<file path="src/hdl/md5bc_pkg.sv">
// ----------------------------------------------------------------------------
// MD5 block compress package
// Shared types, initial value and per-step constants for the MD5 compression
// pipeline.
// ----------------------------------------------------------------------------
package md5bc_pkg;

   // Number of MD5 steps, one pipeline stage each.
   localparam int unsigned NumSteps = 64;

   // Fixed MD5 initial value.
   localparam logic [31:0] IV_A = 32'h67452301;
   localparam logic [31:0] IV_B = 32'hefcdab89;
   localparam logic [31:0] IV_C = 32'h98badcfe;
   localparam logic [31:0] IV_D = 32'h10325476;

   // Input item: sixteen message words, two per field, lower word in the low half.
   typedef struct packed {
      logic [63:0] words_0_1;
      logic [63:0] words_2_3;
      logic [63:0] words_4_5;
      logic [63:0] words_6_7;
      logic [63:0] words_8_9;
      logic [63:0] words_10_11;
      logic [63:0] words_12_13;
      logic [63:0] words_14_15;
   } req_type;

   // Result item: the four digest words after feed-forward.
   typedef struct packed {
      logic [31:0] digest_a;
      logic [31:0] digest_b;
      logic [31:0] digest_c;
      logic [31:0] digest_d;
   } rsp_type;

   // Data carried between pipeline stages: working state plus the message.
   typedef struct packed {
      logic [31:0]        a;
      logic [31:0]        b;
      logic [31:0]        c;
      logic [31:0]        d;
      logic [15:0][31:0]  msg;
   } pipe_type;

   // Additive constant of one step.
   function automatic logic [31:0] step_const(input logic [5:0] idx);
      logic [31:0] k;
      case (idx)
         6'd0:  k = 32'hd76aa478;  6'd1:  k = 32'he8c7b756;
         6'd2:  k = 32'h242070db;  6'd3:  k = 32'hc1bdceee;
         6'd4:  k = 32'hf57c0faf;  6'd5:  k = 32'h4787c62a;
         6'd6:  k = 32'ha8304613;  6'd7:  k = 32'hfd469501;
         6'd8:  k = 32'h698098d8;  6'd9:  k = 32'h8b44f7af;
         6'd10: k = 32'hffff5bb1;  6'd11: k = 32'h895cd7be;
         6'd12: k = 32'h6b901122;  6'd13: k = 32'hfd987193;
         6'd14: k = 32'ha679438e;  6'd15: k = 32'h49b40821;
         6'd16: k = 32'hf61e2562;  6'd17: k = 32'hc040b340;
         6'd18: k = 32'h265e5a51;  6'd19: k = 32'he9b6c7aa;
         6'd20: k = 32'hd62f105d;  6'd21: k = 32'h02441453;
         6'd22: k = 32'hd8a1e681;  6'd23: k = 32'he7d3fbc8;
         6'd24: k = 32'h21e1cde6;  6'd25: k = 32'hc33707d6;
         6'd26: k = 32'hf4d50d87;  6'd27: k = 32'h455a14ed;
         6'd28: k = 32'ha9e3e905;  6'd29: k = 32'hfcefa3f8;
         6'd30: k = 32'h676f02d9;  6'd31: k = 32'h8d2a4c8a;
         6'd32: k = 32'hfffa3942;  6'd33: k = 32'h8771f681;
         6'd34: k = 32'h6d9d6122;  6'd35: k = 32'hfde5380c;
         6'd36: k = 32'ha4beea44;  6'd37: k = 32'h4bdecfa9;
         6'd38: k = 32'hf6bb4b60;  6'd39: k = 32'hbebfbc70;
         6'd40: k = 32'h289b7ec6;  6'd41: k = 32'heaa127fa;
         6'd42: k = 32'hd4ef3085;  6'd43: k = 32'h04881d05;
         6'd44: k = 32'hd9d4d039;  6'd45: k = 32'he6db99e5;
         6'd46: k = 32'h1fa27cf8;  6'd47: k = 32'hc4ac5665;
         6'd48: k = 32'hf4292244;  6'd49: k = 32'h432aff97;
         6'd50: k = 32'hab9423a7;  6'd51: k = 32'hfc93a039;
         6'd52: k = 32'h655b59c3;  6'd53: k = 32'h8f0ccc92;
         6'd54: k = 32'hffeff47d;  6'd55: k = 32'h85845dd1;
         6'd56: k = 32'h6fa87e4f;  6'd57: k = 32'hfe2ce6e0;
         6'd58: k = 32'ha3014314;  6'd59: k = 32'h4e0811a1;
         6'd60: k = 32'hf7537e82;  6'd61: k = 32'hbd3af235;
         6'd62: k = 32'h2ad7d2bb;  6'd63: k = 32'heb86d391;
         default: k = 32'h0;
      endcase
      return k;
   endfunction

   // Left-rotate amount of one step, chosen by round and step position.
   function automatic logic [4:0] rot_amount(input logic [5:0] idx);
      logic [4:0] s;
      case ({idx[5:4], idx[1:0]})
         4'd0:  s = 5'd7;   4'd1:  s = 5'd12;  4'd2:  s = 5'd17;  4'd3:  s = 5'd22;
         4'd4:  s = 5'd5;   4'd5:  s = 5'd9;   4'd6:  s = 5'd14;  4'd7:  s = 5'd20;
         4'd8:  s = 5'd4;   4'd9:  s = 5'd11;  4'd10: s = 5'd16;  4'd11: s = 5'd23;
         4'd12: s = 5'd6;   4'd13: s = 5'd10;  4'd14: s = 5'd15;  4'd15: s = 5'd21;
         default: s = 5'd0;
      endcase
      return s;
   endfunction

   // Message word used by one step.
   function automatic logic [3:0] msg_index(input logic [5:0] idx);
      logic [7:0] wide;
      logic [3:0] w;
      wide = {2'b00, idx};
      case (idx[5:4])
         2'd0:    w = idx[3:0];
         2'd1:    w = 4'((wide * 8'd5) + 8'd1);
         2'd2:    w = 4'((wide * 8'd3) + 8'd5);
         default: w = 4'(wide * 8'd7);
      endcase
      return w;
   endfunction

endpackage

</file>
<file path="src/hdl/md5bc_outbuf.sv">
// ----------------------------------------------------------------------------
// MD5 output buffer
// Feed-forward addition and a two-entry result buffer that decouples the
// result stall from the pipeline advance.
// ----------------------------------------------------------------------------
module md5bc_outbuf (
   input  logic                 clock,
   input  logic                 reset,
   input  logic                 push_valid,
   input  md5bc_pkg::pipe_type  push_data,
   output logic                 en,
   output logic                 rsp_valid,
   input  logic                 rsp_stall,
   output md5bc_pkg::rsp_type   rsp_payload
);

   logic [1:0]          count_ff;
   logic [1:0]          count_in;
   md5bc_pkg::rsp_type  head_ff;
   md5bc_pkg::rsp_type  tail_ff;
   md5bc_pkg::rsp_type  result;
   logic                push;
   logic                pop;

   // The pipeline moves whenever a slot is free; at most one push per cycle.
   assign en   = (count_ff != 2'd2);
   assign push = en && push_valid;
   assign pop  = (count_ff != 2'd0) && !rsp_stall;

   // Feed-forward of the initial value.
   always_comb begin
      result.digest_a = push_data.a + md5bc_pkg::IV_A;
      result.digest_b = push_data.b + md5bc_pkg::IV_B;
      result.digest_c = push_data.c + md5bc_pkg::IV_C;
      result.digest_d = push_data.d + md5bc_pkg::IV_D;
   end

   always_comb begin
      count_in = count_ff;
      if (push && !pop) begin
         count_in = count_ff + 2'd1;
      end else if (pop && !push) begin
         count_in = count_ff - 2'd1;
      end
   end

   // Buffer occupancy and entries; head is what the result port shows.
   always_ff @(posedge clock) begin
      if (reset) begin
         count_ff <= 2'd0;
      end else begin
         count_ff <= count_in;
      end
      if (pop) begin
         if (count_ff == 2'd2) begin
            head_ff <= tail_ff;
            if (push) begin
               tail_ff <= result;
            end
         end else if (push) begin
            head_ff <= result;
         end
      end else if (push) begin
         if (count_ff == 2'd0) begin
            head_ff <= result;
         end else begin
            tail_ff <= result;
         end
      end
   end

   assign rsp_valid   = (count_ff != 2'd0);
   assign rsp_payload = head_ff;

endmodule

</file>
<file path="config.mk">
export PLATFORM = sky130hd
export DESIGN_NAME = md5bc_outbuf
export DESIGN_NICKNAME = d
export VERILOG_FILES = /design/src/hdl/md5bc_pkg.sv /design/src/hdl/md5bc_outbuf.sv
export SDC_FILE = /design/constraint.sdc
export NUM_CORES = 1
export LEC_CHECK = 0
export ABC_AREA = 1
export BUFFER_PORTS_ARGS = -buffer_cell sky130_fd_sc_hd__buf_2
export CAP_MARGIN = 20
export CORE_AREA = 2 2 305 307
export CTS_CLUSTER_DIAMETER = 30
export CTS_CLUSTER_SIZE = 30
export DETAILED_ROUTE_END_ITERATION = 8
export DIE_AREA = 0 0 307 309
export HOLD_SLACK_MARGIN = 0.1
export PLACE_DENSITY = 0.48
export SYNTH_ARGS = -nofsm -noshare
export SYNTH_HDL_FRONTEND = slang
export SYNTH_SLANG_ARGS = --single-unit
</file>
<file path="constraint.sdc">
create_clock -name clock -period 11.4 [get_ports clock]
set_input_delay 1.14 -clock clock [delete_from_list [all_inputs] [get_ports clock]]
set_output_delay 1.14 -clock clock [all_outputs]
set_load 0.1 [all_outputs]
</file>
==> results.sh <==
export IMPL_yosysSeqAreaShare_pct=52.2
export IMPL_postSynthCellCount=1836
export IMPL_drt_wirelength_per_cell_um=17.0
export IMPL_worst_pin_slew_ns=0.956
export IMPL_post_route_cell_area_sq_um=20300
export IMPL_setup_slack_ns=8.46
export IMPL_tritoncts_num_buffers=78
export IMPL_first_iter_violations=873
export IMPL_setup_tns_ns=0
export IMPL_internal_portion_of_total_power_mw=3.08
export IMPL_globalRoute_totalOverflow=0
export IMPL_power_density_over_cell_area_nw_per_um2=264
export IMPL_row_count=111
export IMPL_cts_setup_buffers=0
export IMPL_ys_warn_count=0
export IMPL_globalRouteMet3Util_pct=4.62
export IMPL_crit_type="input pin to flip-flop"
export IMPL_routed_wl_mm=57.8
export IMPL_worst_setup_path_end_kind="flip-flop"
export IMPL_clock_power_share_pct=41.4
export IMPL_pin_count=774
export IMPL_swShare_pct=42.5
export IMPL_worst_ep_required_time_ns=11.67
export IMPL_yosys_most_used_dff="sky130_fd_sc_hd__edfxtp_1"
export IMPL_finalWeightedCongestion=0.913
export IMPL_dp_worst_setup_slack_ns=7.69
export IMPL_critical_path_max_fanout=64
export IMPL_cts_resized=0
export IMPL_yosys_area_top_type_share_pct=51.9
export IMPL_sequentialPowerShare_pct=25.8
export IMPL_worst_setup_path_startpoint="rsp_stall"
export IMPL_wire_length_of_the_first_global_routing_pass_mm=84.6
export IMPL_floorplan_initialDensity_pct=16.2
export IMPL_route_detailed_drc=0
export IMPL_synthMostInstantiatedCell="sky130_fd_sc_hd__nand2_1"
export IMPL_totalPowerFinal_mw=5.36
export IMPL_report_final_setup_viol=0
export IMPL_syn_mean_instance_area_sq_um=8.06
export IMPL_ir_worst_vdd_mv=0.172
export IMPL_dieArea_sq_um=94900
export IMPL_h_tree_depth=3
export IMPL_floorplan_die_width_um=307
export IMPL_grt_antenna_before_repair=20
export IMPL_globalRoute_busiestLayer="met2"
export IMPL_post_synthesis_async_set_or_reset_flop_share_pct=0
export IMPL_cp_start_kind="input pin"
export IMPL_slew_headroom_pct=36.2
export IMPL_met2_usage_pct=18.7
export IMPL_slew_violations=0
export IMPL_coreArea_sq_um=91400
export IMPL_critPathArrivalTime_ns=3.21
export IMPL_hold_path_startpoint="tail_ff[48]"
export IMPL_post_dp_cell_area_sq_um=17600
export IMPL_synth_edff_count=256
export IMPL_ff_latch_area_sq_um=7730
export IMPL_synthToLayoutAreaGrowth_pct=37.1
export IMPL_final_core_util_pct=22.2
export IMPL_groute_layer_met1_usage_pct=14.8
export IMPL_final_hold_violation_count=0
export IMPL_pwr_share_comb_pct=32.8
export IMPL_viasPerCell=3.86
export IMPL_clk_latency_ns=0.62
export IMPL_synth_top_cells_by_count="743 x sky130_fd_sc_hd__nand2_1, 256 x sky130_fd_sc_hd__edfxtp_1, 185 x sky130_fd_sc_hd__inv_1"
export IMPL_drv_cap=0
export IMPL_yosys_area_top_type="sky130_fd_sc_hd__edfxtp_1"
export IMPL_finalNetCount=2806
export IMPL_fmax_ghz=0.341
export IMPL_synth_ff_latch_count=258
export IMPL_drive_above_1_share_pct=21.0
export IMPL_netlist_cell_type_count=39
export IMPL_rsz0062_at_grt="false"
export IMPL_power_leakage_nw=8.87
export IMPL_cts_root_buffer="sky130_fd_sc_hd__clkbuf_16"
export IMPL_grtUsageTotal_pct=12.1
export IMPL_worst_reg2reg_startpoint="count_ff[1]"
export IMPL_total_switching_power_mw=2.28
export IMPL_outcome="complete, no violations"
export IMPL_fin_worst_skew_ns=0.0455
export IMPL_final_min_period_over_clock_period_pct=25.8
export IMPL_holdCritPathClass="flip-flop to flip-flop"
export IMPL_grt_start_max_net_pins=129
export IMPL_summed_instance_area_of_the_synthesized_netlist_sq_um=14800
export IMPL_ant_nets=0
export IMPL_syn_num_nets=2486
export IMPL_io_buffers=261
export IMPL_drt_pre_antenna_iters=5
export IMPL_vias=13150
export IMPL_die_h_um=309
export IMPL_multiInputGateArea_sq_um=6210
export IMPL_grt_pass1_vias=13343
export IMPL_final_min_clock_period_ns=2.94
export IMPL_cts_sink_count=258
export IMPL_max_clock_path_buffers=3
export IMPL_cell_types_with_the_largest_area_share_after_synthesis="sky130_fd_sc_hd__edfxtp_1 52%, sky130_fd_sc_hd__nand2_1 19%, sky130_fd_sc_hd__nand3_1 5.5%"
export IMPL_clkSlewWorstSetupHoldPaths_ns=0.04
export IMPL_post_dp_hpwl_mm=44.1
export IMPL_fill_cells=10163
export IMPL_postCtsHoldBufs=0
export IMPL_tritoncts="built"
## per-stage QoR
step           cells  hold WS (ns)
6_report        3411         0.501
3_3_place_gp    3261         0.502
4_1_cts         3404         0.502
5_1_grt         3406         0.522
3_5_place_dp    3262         0.504
2_1_floorplan   1836         0.494
## final cells by class
type                       instances  share of cell area [%]
antenna                            7                  0.0863
clock buffer                      82                    9.69
clock inverter                    60                    3.64
inverter                         203                    3.77
multi-input combinational       1348                    30.6
sequential                       258                    38.1
tap                             1186                    7.31
timing repair buffer             267                    6.82
## registers in the layout (all words and copies together), names as in the netlist
| signal | flops |
|---|---|
| count_ff | 2 |
| rsp_payload | 128 |
| tail_ff | 128 |
## power groups by stage
| stage | combinational (mW) | sequential, mW | clock, mW |
|---|---|---|---|
| finish | 1.76 | 1.38 | 2.22 |
| global placement | 1.79 | 1.40 | 0 |
| detailed placement | 1.79 | 1.40 | 0 |
| floorplan | 0.394 | 2.37 | 0 |
| global route | 1.86 | 1.40 | 2.33 |
| CTS | 1.79 | 1.39 | 2.28 |
## final timing paths
check | endpoint | slack (ns) | cells past startpoint
setup / recovery | rsp_payload[118] | 8.46 | 6
hold / removal | rsp_payload[48] | 0.50 | 2
setup reg to reg | rsp_payload[118] | 8.55 | 8
hold reg to reg | rsp_payload[48] | 0.50 | 2
## critical path, stage by stage
cell,delay (ns)
sky130_fd_sc_hd__buf_2,0.14
sky130_fd_sc_hd__nor2_4,0.50
sky130_fd_sc_hd__inv_4,0.43
sky130_fd_sc_hd__buf_4,0.46
sky130_fd_sc_hd__nand3_1,0.20
sky130_fd_sc_hd__nand2_1,0.25
## kinds of logic after synthesis
| family | share of synthesized area, % |
|---|---|
| adder cells (fa/ha/maj) | 0.507 |
| XOR/XNOR | 3.68 |
| buffers and inverters | 5.97 |
| AND/OR/NAND/NOR | 34.3 |
| flip-flops | 52.2 |
| AO/OA/AOI/OAI | 3.33 |
## metal layers
metal  share of wire, %  vias up
met1                 43     6044
met3                9.8      102
met5               0.11        -
met2                 43      389
met4                4.1       10
li1                   -     6605
## layout by cell type (no fill, tap or decap), drive strengths merged
cell and n:
a211oi 1, a21boi 5, a21oi 39, a31oi 4, and2 55, and3 1
buf 267, bufinv 12, clkbuf 82, clkinv 39, clkinvlp 8, dfxtp 2
diode 7, edfxtp 256, ha 6, inv 204, nand2 761, nand3 165
nand3b 8, nand4 11, nor2 177, nor3 21, o21a 2, o21ai 31
o21bai 2, o22ai 2, xnor2 10, xor2 47
No activity file was read; power rests on OpenSTA's default activity.
