$ cat config.mk
export PLATFORM = sky130hd
export DESIGN_NAME = md5bc_step
export DESIGN_NICKNAME = d
export VERILOG_FILES = /design/src/hdl/md5bc_pkg.sv /design/src/hdl/md5bc_step.sv
export SDC_FILE = /design/constraint.sdc
export NUM_CORES = 1
export LEC_CHECK = 0
export CAP_MARGIN = 20
export CORE_AREA = 4 4 494 496
export DETAILED_ROUTE_END_ITERATION = 10
export DIE_AREA = 0 0 498 500
export DONT_BUFFER_PORTS = 1
export MAX_ROUTING_LAYER = met4
export SETUP_SLACK_MARGIN = 0.3
export SLEW_MARGIN = 20
export SYNTH_ARGS = -nofsm -noshare
export SYNTH_HDL_FRONTEND = slang
export SYNTH_SLANG_ARGS = --single-unit
$ cat constraint.sdc
create_clock -name clock -period 7.91 [get_ports clock]
set_input_delay 2.373 -clock clock [delete_from_list [all_inputs] [get_ports clock]]
set_output_delay 2.373 -clock clock [all_outputs]
set_load 0.01 [all_outputs]
$ cat src/hdl/md5bc_pkg.sv
// ----------------------------------------------------------------------------
// MD5 block compress package
// Shared types, initial value and per-step constants for the MD5 compression
// pipeline.
// ----------------------------------------------------------------------------
package md5bc_pkg;

   // Number of MD5 steps, one pipeline stage each.
   localparam int unsigned NumSteps = 64;

   // Fixed MD5 initial value.
   localparam logic [31:0] IV_A = 32'h67452301;
   localparam logic [31:0] IV_B = 32'hefcdab89;
   localparam logic [31:0] IV_C = 32'h98badcfe;
   localparam logic [31:0] IV_D = 32'h10325476;

   // Input item: sixteen message words, two per field, lower word in the low half.
   typedef struct packed {
      logic [63:0] words_0_1;
      logic [63:0] words_2_3;
      logic [63:0] words_4_5;
      logic [63:0] words_6_7;
      logic [63:0] words_8_9;
      logic [63:0] words_10_11;
      logic [63:0] words_12_13;
      logic [63:0] words_14_15;
   } req_type;

   // Result item: the four digest words after feed-forward.
   typedef struct packed {
      logic [31:0] digest_a;
      logic [31:0] digest_b;
      logic [31:0] digest_c;
      logic [31:0] digest_d;
   } rsp_type;

   // Data carried between pipeline stages: working state plus the message.
   typedef struct packed {
      logic [31:0]        a;
      logic [31:0]        b;
      logic [31:0]        c;
      logic [31:0]        d;
      logic [15:0][31:0]  msg;
   } pipe_type;

   // Additive constant of one step.
   function automatic logic [31:0] step_const(input logic [5:0] idx);
      logic [31:0] k;
      case (idx)
         6'd0:  k = 32'hd76aa478;  6'd1:  k = 32'he8c7b756;
         6'd2:  k = 32'h242070db;  6'd3:  k = 32'hc1bdceee;
         6'd4:  k = 32'hf57c0faf;  6'd5:  k = 32'h4787c62a;
         6'd6:  k = 32'ha8304613;  6'd7:  k = 32'hfd469501;
         6'd8:  k = 32'h698098d8;  6'd9:  k = 32'h8b44f7af;
         6'd10: k = 32'hffff5bb1;  6'd11: k = 32'h895cd7be;
         6'd12: k = 32'h6b901122;  6'd13: k = 32'hfd987193;
         6'd14: k = 32'ha679438e;  6'd15: k = 32'h49b40821;
         6'd16: k = 32'hf61e2562;  6'd17: k = 32'hc040b340;
         6'd18: k = 32'h265e5a51;  6'd19: k = 32'he9b6c7aa;
         6'd20: k = 32'hd62f105d;  6'd21: k = 32'h02441453;
         6'd22: k = 32'hd8a1e681;  6'd23: k = 32'he7d3fbc8;
         6'd24: k = 32'h21e1cde6;  6'd25: k = 32'hc33707d6;
         6'd26: k = 32'hf4d50d87;  6'd27: k = 32'h455a14ed;
         6'd28: k = 32'ha9e3e905;  6'd29: k = 32'hfcefa3f8;
         6'd30: k = 32'h676f02d9;  6'd31: k = 32'h8d2a4c8a;
         6'd32: k = 32'hfffa3942;  6'd33: k = 32'h8771f681;
         6'd34: k = 32'h6d9d6122;  6'd35: k = 32'hfde5380c;
         6'd36: k = 32'ha4beea44;  6'd37: k = 32'h4bdecfa9;
         6'd38: k = 32'hf6bb4b60;  6'd39: k = 32'hbebfbc70;
         6'd40: k = 32'h289b7ec6;  6'd41: k = 32'heaa127fa;
         6'd42: k = 32'hd4ef3085;  6'd43: k = 32'h04881d05;
         6'd44: k = 32'hd9d4d039;  6'd45: k = 32'he6db99e5;
         6'd46: k = 32'h1fa27cf8;  6'd47: k = 32'hc4ac5665;
         6'd48: k = 32'hf4292244;  6'd49: k = 32'h432aff97;
         6'd50: k = 32'hab9423a7;  6'd51: k = 32'hfc93a039;
         6'd52: k = 32'h655b59c3;  6'd53: k = 32'h8f0ccc92;
         6'd54: k = 32'hffeff47d;  6'd55: k = 32'h85845dd1;
         6'd56: k = 32'h6fa87e4f;  6'd57: k = 32'hfe2ce6e0;
         6'd58: k = 32'ha3014314;  6'd59: k = 32'h4e0811a1;
         6'd60: k = 32'hf7537e82;  6'd61: k = 32'hbd3af235;
         6'd62: k = 32'h2ad7d2bb;  6'd63: k = 32'heb86d391;
         default: k = 32'h0;
      endcase
      return k;
   endfunction

   // Left-rotate amount of one step, chosen by round and step position.
   function automatic logic [4:0] rot_amount(input logic [5:0] idx);
      logic [4:0] s;
      case ({idx[5:4], idx[1:0]})
         4'd0:  s = 5'd7;   4'd1:  s = 5'd12;  4'd2:  s = 5'd17;  4'd3:  s = 5'd22;
         4'd4:  s = 5'd5;   4'd5:  s = 5'd9;   4'd6:  s = 5'd14;  4'd7:  s = 5'd20;
         4'd8:  s = 5'd4;   4'd9:  s = 5'd11;  4'd10: s = 5'd16;  4'd11: s = 5'd23;
         4'd12: s = 5'd6;   4'd13: s = 5'd10;  4'd14: s = 5'd15;  4'd15: s = 5'd21;
         default: s = 5'd0;
      endcase
      return s;
   endfunction

   // Message word used by one step.
   function automatic logic [3:0] msg_index(input logic [5:0] idx);
      logic [7:0] wide;
      logic [3:0] w;
      wide = {2'b00, idx};
      case (idx[5:4])
         2'd0:    w = idx[3:0];
         2'd1:    w = 4'((wide * 8'd5) + 8'd1);
         2'd2:    w = 4'((wide * 8'd3) + 8'd5);
         default: w = 4'(wide * 8'd7);
      endcase
      return w;
   endfunction

endpackage

$ cat src/hdl/md5bc_step.sv
// ----------------------------------------------------------------------------
// MD5 step stage
// One registered MD5 step: round function, four-way add, rotate and add.
// ----------------------------------------------------------------------------
module md5bc_step #(
   parameter int unsigned StepIndex = 0
) (
   input  logic                 clock,
   input  logic                 reset,
   input  logic                 en,
   input  logic                 in_valid,
   input  md5bc_pkg::pipe_type  in_data,
   output logic                 out_valid,
   output md5bc_pkg::pipe_type  out_data
);

   localparam logic [5:0]  Idx   = 6'(StepIndex);
   localparam logic [31:0] Kval  = md5bc_pkg::step_const(Idx);
   localparam int unsigned Shift = int'(md5bc_pkg::rot_amount(Idx));
   localparam logic [3:0]  Widx  = md5bc_pkg::msg_index(Idx);
   localparam logic [1:0]  Round = Idx[5:4];

   logic                 valid_ff;
   md5bc_pkg::pipe_type  data_ff;
   md5bc_pkg::pipe_type  data_in;
   logic [31:0]          fv;
   logic [31:0]          sum;
   logic [31:0]          rot;

   // Round function for this step's round.
   always_comb begin
      case (Round)
         2'd0:    fv = in_data.d ^ (in_data.b & (in_data.c ^ in_data.d));
         2'd1:    fv = in_data.c ^ (in_data.d & (in_data.b ^ in_data.c));
         2'd2:    fv = in_data.b ^ in_data.c ^ in_data.d;
         default: fv = in_data.c ^ (in_data.b | ~in_data.d);
      endcase
   end

   // Step sum, rotate, and the shift of the working words.
   always_comb begin
      sum          = in_data.a + fv + in_data.msg[Widx] + Kval;
      rot          = (sum << Shift) | (sum >> (32 - Shift));
      data_in      = in_data;
      data_in.a    = in_data.d;
      data_in.d    = in_data.c;
      data_in.c    = in_data.b;
      data_in.b    = in_data.b + rot;
   end

   // Stage register; the whole pipeline holds while en is low.
   always_ff @(posedge clock) begin
      if (reset) begin
         valid_ff <= 1'b0;
      end else if (en) begin
         valid_ff <= in_valid;
      end
      if (en) begin
         data_ff <= data_in;
      end
   end

   assign out_valid = valid_ff;
   assign out_data  = data_ff;

endmodule

==> results of run 1 <==
sequential cells by signal, summed over array words and instances (netlist names):
signal	count
out_valid	1
out_data	640
synth_stat cells (2+ instances only):
master and instances:
mux2_2 15, inv_1 136, a31oi_1 4, and3_1 5, fa_1 33, nor2b_1 7, clkbuf_1 15, o2111ai_1 3
a311oi_1 4, nand3b_1 4, o211ai_1 8, o311ai_0 2, nand2b_1 6, a21o_1 27, a21boi_0 3, or3_1 4
o21bai_1 11, a211o_1 3, ha_1 90, a21oi_1 59, a221oi_1 3, nand4_1 10, o41ai_1 2, nand3_1 20
xnor2_1 35, mux2i_1 21, nand2_1 33, a2111oi_2 2, nor2_1 41, a2111oi_1 2, nor3_1 26, o21ai_1 5
xor2_1 14, a211oi_1 7, o21ai_0 27, edfxtp_1 640, o21a_1 14
final cells by class:
class | count | area, um2 | share of cell area (%)
Antenna cell | 57 | 143 | 0.443
Clock buffer | 99 | 2310 | 7.16
Clock inverter | 65 | 785 | 2.43
Inverter | 136 | 510 | 1.58
Multi-Input combinational cell | 566 | 4730 | 14.7
Sequential cell | 641 | 19200 | 59.7
Tap cell | 3185 | 3990 | 12.4
Timing Repair Buffer | 59 | 523 | 1.62
layer usage:
metal / vias to the layer above / track usage (%)
met4: 0 / 3.52
li1: 5502 / -
met3: 375 / 7.84
met1: 7197 / 14.3
met5: - / -
met2: 1346 / 27.8
logic make-up after synthesis:
kind of cell,after synthesis
AO/OA/AOI/OAI,198
XOR/XNOR,49
adder cells (fa/ha/maj),123
buffers and inverters,151
flip-flops,641
multiplexers,36
AND/OR/NAND/NOR,160
metrics by stage:
stage / utilization (%) / instance area [um2] / power, W
floorplan: - / 24500 / 0.00603
global placement: 12.0 / 28900 / 0.00739
detailed placement: 12.0 / 28900 / 0.00735
CTS: 13.3 / 32000 / 0.0118
global route: 13.4 / 32200 / 0.0123
finish: 13.4 / 32200 / 0.0116
layout by cell type (no fill, tap or decap), types with 27 or more instances in the layout:
cell and n:
fa_1 33, a21o_1 27, nand2_1 33, ha_1 90, diode_2 57, xnor2_1 35, edfxtp_1 640, nor2_1 41
inv_1 136, clkbuf_16 91, a21oi_1 59, buf_4 55
final timing paths:
check,depth (start not counted),endpoint
hold reg to reg,2,out_valid$_SDFFE_PP0P_
hold / removal,2,out_valid$_SDFFE_PP0P_
setup reg to reg,2,out_valid$_SDFFE_PP0P_
setup / recovery,21,out_data[605]$_DFFE_PP_
worst register-to-register path, cell delays in order (launching register included):
cell and delay, ps:
dfxtp_1 420, mux2i_1 110, nor2_1 130
power breakdown:
part           switching, W  total [W]  internal, W
combinational       0.00145    0.00243     0.000973
clock               0.00182    0.00429      0.00247
sequential         0.000655    0.00489      0.00423
repair_timing:
action                     CTS  global route
pin swaps                    0             0
resized for setup            1             4
cloned                       0             0
setup endpoints to repair    1             2
hold endpoints to repair     0             0
==> flow_metrics.tcl, run 1 <==
set metrics [dict create \
    fin_ws_ps 609 \
    drv_cap 0 \
    critical_path_class "primary input to flop" \
    yosysWarnings 0 \
    wl_met3_mm 23.3 \
    start_util_pct 10.2 \
    grt_pass1_vias 13900 \
    core_um2 240000 \
    syn_nets 2125 \
    portBuffers 0 \
    htreeDepth 3 \
    synth-simple-area-share_pct 3.16 \
    tns_ps 0 \
    synth-adder-area-share_pct 7.29 \
    synthToLayoutAreaGrowth_pct 31.5 \
    cp_data_arrival_time_ps 7780 \
    synth-seq-area-share_pct 78.5 \
    max_freq_ghz 0.137 \
    viasPerCell 3.00 \
    wl_met1_mm 63.3 \
    dr.pass1.iters 5 \
    synth_xor_xnor_area_share_pct 1.75 \
    worstSkewPairLatency_ps 750 \
    synth_top_area_share_pct 78.4 \
    avgRoutedWirePerCell_um 40.1 \
    dr_wl_met2_mm 101 \
    r2r_setup_slack_ps 7190 \
    dp_cells 4583 \
    gp_congestion 0.977 \
    required_ps 8390 \
    tightest_slew_ps 1380 \
    hold_ws_ps 622 \
    slowest_stage "a2111oi_1" \
    highest_layer "met4" \
    synth_ff_type "edfxtp_1" \
    num_rows 180 \
    yosysTopAreaCell "edfxtp_1" \
    syn_inst 1358 \
    dieArea_um2 249000 \
    cp_max_fo 4 \
    fin_skew_ps 0 \
    cp_common_cell "ha_1" \
    fin_cells 4808 \
    startpoint "in_data[577]" \
    fp.dieW_um 498 \
    cts_tree "yes" \
    finalSetupViolations 0 \
    rsz0062_at_grt "yes" \
    period_needed_ps 7300 \
    ys_top_cells_by_area "edfxtp_1 78%, ha_1 4.6%, fa_1 2.7%, inv_1 2.1%, xnor2_1 1.3%" \
    cts_buffer_depth 3 \
    grt_overflow_total 0 \
    cpLargestDelayFamily "compound AO/OA/AOI/OAI gates" \
    synth-compound-area-share_pct 5.46 \
    hold_viol 0 \
    ioPinCount 1285 \
    slowest_delay_ps 440 \
    synth_cell_types 54 \
    holdCritStartpoint "out_valid$_SDFFE_PP0P_" \
    ant_nets 0 \
    p_leak_nw 10.8 \
    cts_setup_buffers 0 \
    slew-limit-headroom_pct 8.08 \
    antenna_found_initial 243 \
    ir_drop_uv 171 \
    muxShareOfSynthArea_pct 1.55 \
    period_share_pct 92.3 \
    gr-usage-all-layers_pct 15.3 \
    fillCellCount 26700 \
    cts.sinks 641 \
    wl_mm 193 \
    end_kind "flop" \
    die_h_um 500 \
    crit_chain "mux2_2 > fa_1 > ha_1 > ha_1 > inv_1 > fa_1 > nor2b_4 > o31a_1 > o311ai_4 > a21oi_2 > a211o_1 > a2111oi_1 > a211oi_2 > ha_1 > o21a_1 > o211ai_1 > nor2_1 > a21boi_0 > nand3b_1 > and2_1 > a311oi_1" \
    synth_top_family_by_area "adder cells" \
    cts_buffers 91 \
    synth_edf_count 640 \
    min_path_type "flop to flop" \
    clock-root-buffer "clkbuf_16" \
    postCtsHoldBufs 0 \
    dp_slack_ps -489 \
    dpl.hpwl_mm 166 \
    crit_path_start_kind "primary input" \
    cp.buffers_inverters 1 \
    reg2reg_from "out_valid$_SDFFE_PP0P_" \
    route.vias.total 14400 \
    status "finished clean" \
    drive_gt1_share_pct 14.9 \
    avgSynthCellArea_um2 18.1 \
    nNetsFinal 2262 \
    grt_pass1_wl_mm 223 \
    async_flop_share_pct 0 \
    drc_errors 0 \
    drv_slew 0 \
    drtIter0Drc 1143 \
    synth_seq_cells 641 \
    power_density_nw_per_um2 360 \
    synthesis.area_um2 24500 \
    clk_pin_slew_worst_paths_ps 60 \
    grt_max_degree 642 \
]
Note: power is estimated with default switching activity, not from simulation.
==> run 2: changes to the inputs <==
--- a/config.mk
+++ b/config.mk
@@ -6,11 +6,12 @@
 export NUM_CORES = 1
 export LEC_CHECK = 0
 export CAP_MARGIN = 20
-export CORE_AREA = 4 4 494 496
+export CORE_AREA = 2 2 507 509
 export DETAILED_ROUTE_END_ITERATION = 10
-export DIE_AREA = 0 0 498 500
+export DIE_AREA = 0 0 509 511
 export DONT_BUFFER_PORTS = 1
 export MAX_ROUTING_LAYER = met4
+export REMOVE_ABC_BUFFERS = 1
 export SETUP_SLACK_MARGIN = 0.3
 export SLEW_MARGIN = 20
 export SYNTH_ARGS = -nofsm -noshare
==> run 2 against run 1 <==
  * Hold slack got worse by 40 ps
  * Clock power fell by 5.1%
  * Sequential share of layout area rose by 0.52 points
  * Via count barely moved
  * Routed wire length fell by 2.5%
  * First-iteration DRC count rose by 9.6%
  * Clock skew did not move
  * Largest cell class unchanged
  * Cell count rose by 3.5%
  * Non-clock buffer count fell by 49
  * Global-route usage fell by 1.0 points
  * Setup slack improved by 33 ps
  * Die area rose by 4.5%
==> flow_metrics.tcl, run 2 (synthesis gave the netlist of run 1 again) <==
set metrics [dict create \
    grt.busiest_layer "met2" \
    ant_nets 0 \
    power_density_nw_per_um2 347 \
    period_share_pct 91.9 \
    max_freq_ghz 0.138 \
    ioPinCount 1285 \
    p_leak_nw 10.5 \
    internal_power_w 0.00731 \
    netSwitchingFraction_pct 34.1 \
    cts.sinks 641 \
    rsz0062_at_grt "no" \
    antenna_found_initial 235 \
    drc_errors 0 \
    worstSkewPairLatency_ps 690 \
    clock-root-buffer "clkbuf_16" \
    dp_slack_ps -167 \
    nNetsFinal 2208 \
    power.switching_w 0.00378 \
    portBuffers 0 \
    period_needed_ps 7270 \
    fin_ws_ps 642 \
    drive_gt1_share_pct 11.9 \
    end_kind "flop" \
    slew-limit-headroom_pct 33.3 \
    dr.pass1.iters 5 \
    core_um2 255000 \
    dp_cells 4733 \
    cts_buffer_depth 3 \
    ir_drop_uv 240 \
    fin_cells 4977 \
    drv_cap 0 \
    finalSetupViolations 0 \
    die_h_um 511 \
    drtIter0Drc 1253 \
    viasPerCell 2.89 \
    status "finished clean" \
    cts_setup_buffers 0 \
    grt_overflow_total 0 \
    cp_data_arrival_time_ps 7700 \
    layout_commonest_cell "edfxtp_1" \
    combPwrFrac_pct 19.5 \
    min_path_type "flop to flop" \
    fin_total_pwr_w 0.0111 \
    clk_pin_slew_worst_paths_ps 70 \
    fin_util_pct 12.5 \
    route.vias.total 14400 \
    postCtsHoldBufs 0 \
    cp_max_fo 7 \
    tns_ps 0 \
    htreeDepth 3 \
    required_ps 8350 \
    tightest_slew_ps 1000 \
    slowest_stage "mux2i_2" \
    crit_path_start_kind "primary input" \
    wl_mm 188 \
    fin_skew_ps 0 \
    gp_congestion 1.16 \
    synthToLayoutAreaGrowth_pct 30.3 \
    grt_max_degree 642 \
    cp.buffers_inverters 1 \
    clkPwrFrac_pct 36.7 \
    largest_reg_flops 640 \
    grtUsageMet1_pct 13.8 \
    dpl.hpwl_mm 161 \
    cpLargestDelayFamily "compound AO/OA/AOI/OAI gates" \
    drv_slew 0 \
    pwr-share-seq_pct 43.8 \
    crit_chain "mux2i_2 > fa_1 > inv_1 > fa_1 > ha_1 > a21oi_1 > o21ai_1 > a211oi_1 > o21ai_1 > a211oi_2 > o21ai_1 > xor2_1 > fa_1 > a211oi_1 > nor2_1 > a21o_1 > a21bo_2 > a2111oi_2 > o21a_1 > o311ai_0" \
    use_met2_pct 25.6 \
    num_rows 186 \
    avgRoutedWirePerCell_um 37.8 \
    grt_pass1_wl_mm 217 \
    slowest_delay_ps 550 \
    critical_path_class "primary input to flop" \
    dieArea_um2 260000 \
    postCtsResizedCells 0 \
    grt_pass1_vias 13700 \
    hold_viol 0 \
    start_util_pct 9.60 \
    cts_tree "yes" \
    gr-usage-all-layers_pct 14.3 \
    fp.dieW_um 509 \
    met3_usage_pct 7.06 \
    cts_buffers 86 \
    final_cell_mix "640 x edfxtp_1, 136 x inv_1, 90 x ha_1" \
]
==> run 2: worst register-to-register path, delay by kind of cell, from the launching register on <==
family	cells	cell delay (ps)
multiplexers	1	150
flip-flops	1	340
AND/OR/NAND/NOR	1	50
==> run 2: through the flow <==
step | cell area (um2) | hold slack (ps)
2_1_floorplan | 24500 | 528
3_3_place_gp | 28700 | 556
3_5_place_dp | 28700 | 568
4_1_cts | 31600 | 578
5_1_grt | 31900 | 622
6_report | 31900 | 583
==> run 2: worst paths after layout <==
path	cells past startpoint	startpoint	slack, ps	endpoint
setup reg to reg	2	out_valid$_SDFFE_PP0P_	7260	out_valid$_SDFFE_PP0P_
setup / recovery	20	in_data[590]	640	out_data[606]$_DFFE_PP_
hold reg to reg	2	out_valid$_SDFFE_PP0P_	580	out_valid$_SDFFE_PP0P_
hold / removal	2	out_valid$_SDFFE_PP0P_	580	out_valid$_SDFFE_PP0P_
==> run 2: per-layer routing <==
layer / wire [um] / part of all wire [%]
met5: 0 / 0
met4: 4470 / 2.4
met3: 23600 / 13
met2: 97600 / 52
met1: 62400 / 33
==> run 2: final cells by class <==
| class | count | area [um2] |
|---|---|---|
| timing repair buffer | 10 | 155 |
| tap | 3384 | 4230 |
| clock buffer | 94 | 2200 |
| clock inverter | 64 | 689 |
| multi-input combinational | 566 | 4710 |
| sequential | 641 | 19200 |
| fill | 28300 | 223000 |
| inverter | 136 | 510 |
| antenna | 82 | 205 |
==> run 2: power by group through the flow <==
stage          clock network [W]  registers [W]  logic, W
4_1_cts                  0.00427        0.00490   0.00209
6_report                 0.00407        0.00486   0.00216
3_5_place_dp                   0        0.00495   0.00206
3_3_place_gp                   0        0.00497   0.00202
5_1_grt                  0.00436        0.00490   0.00239
2_1_floorplan                  0        0.00455   0.00148
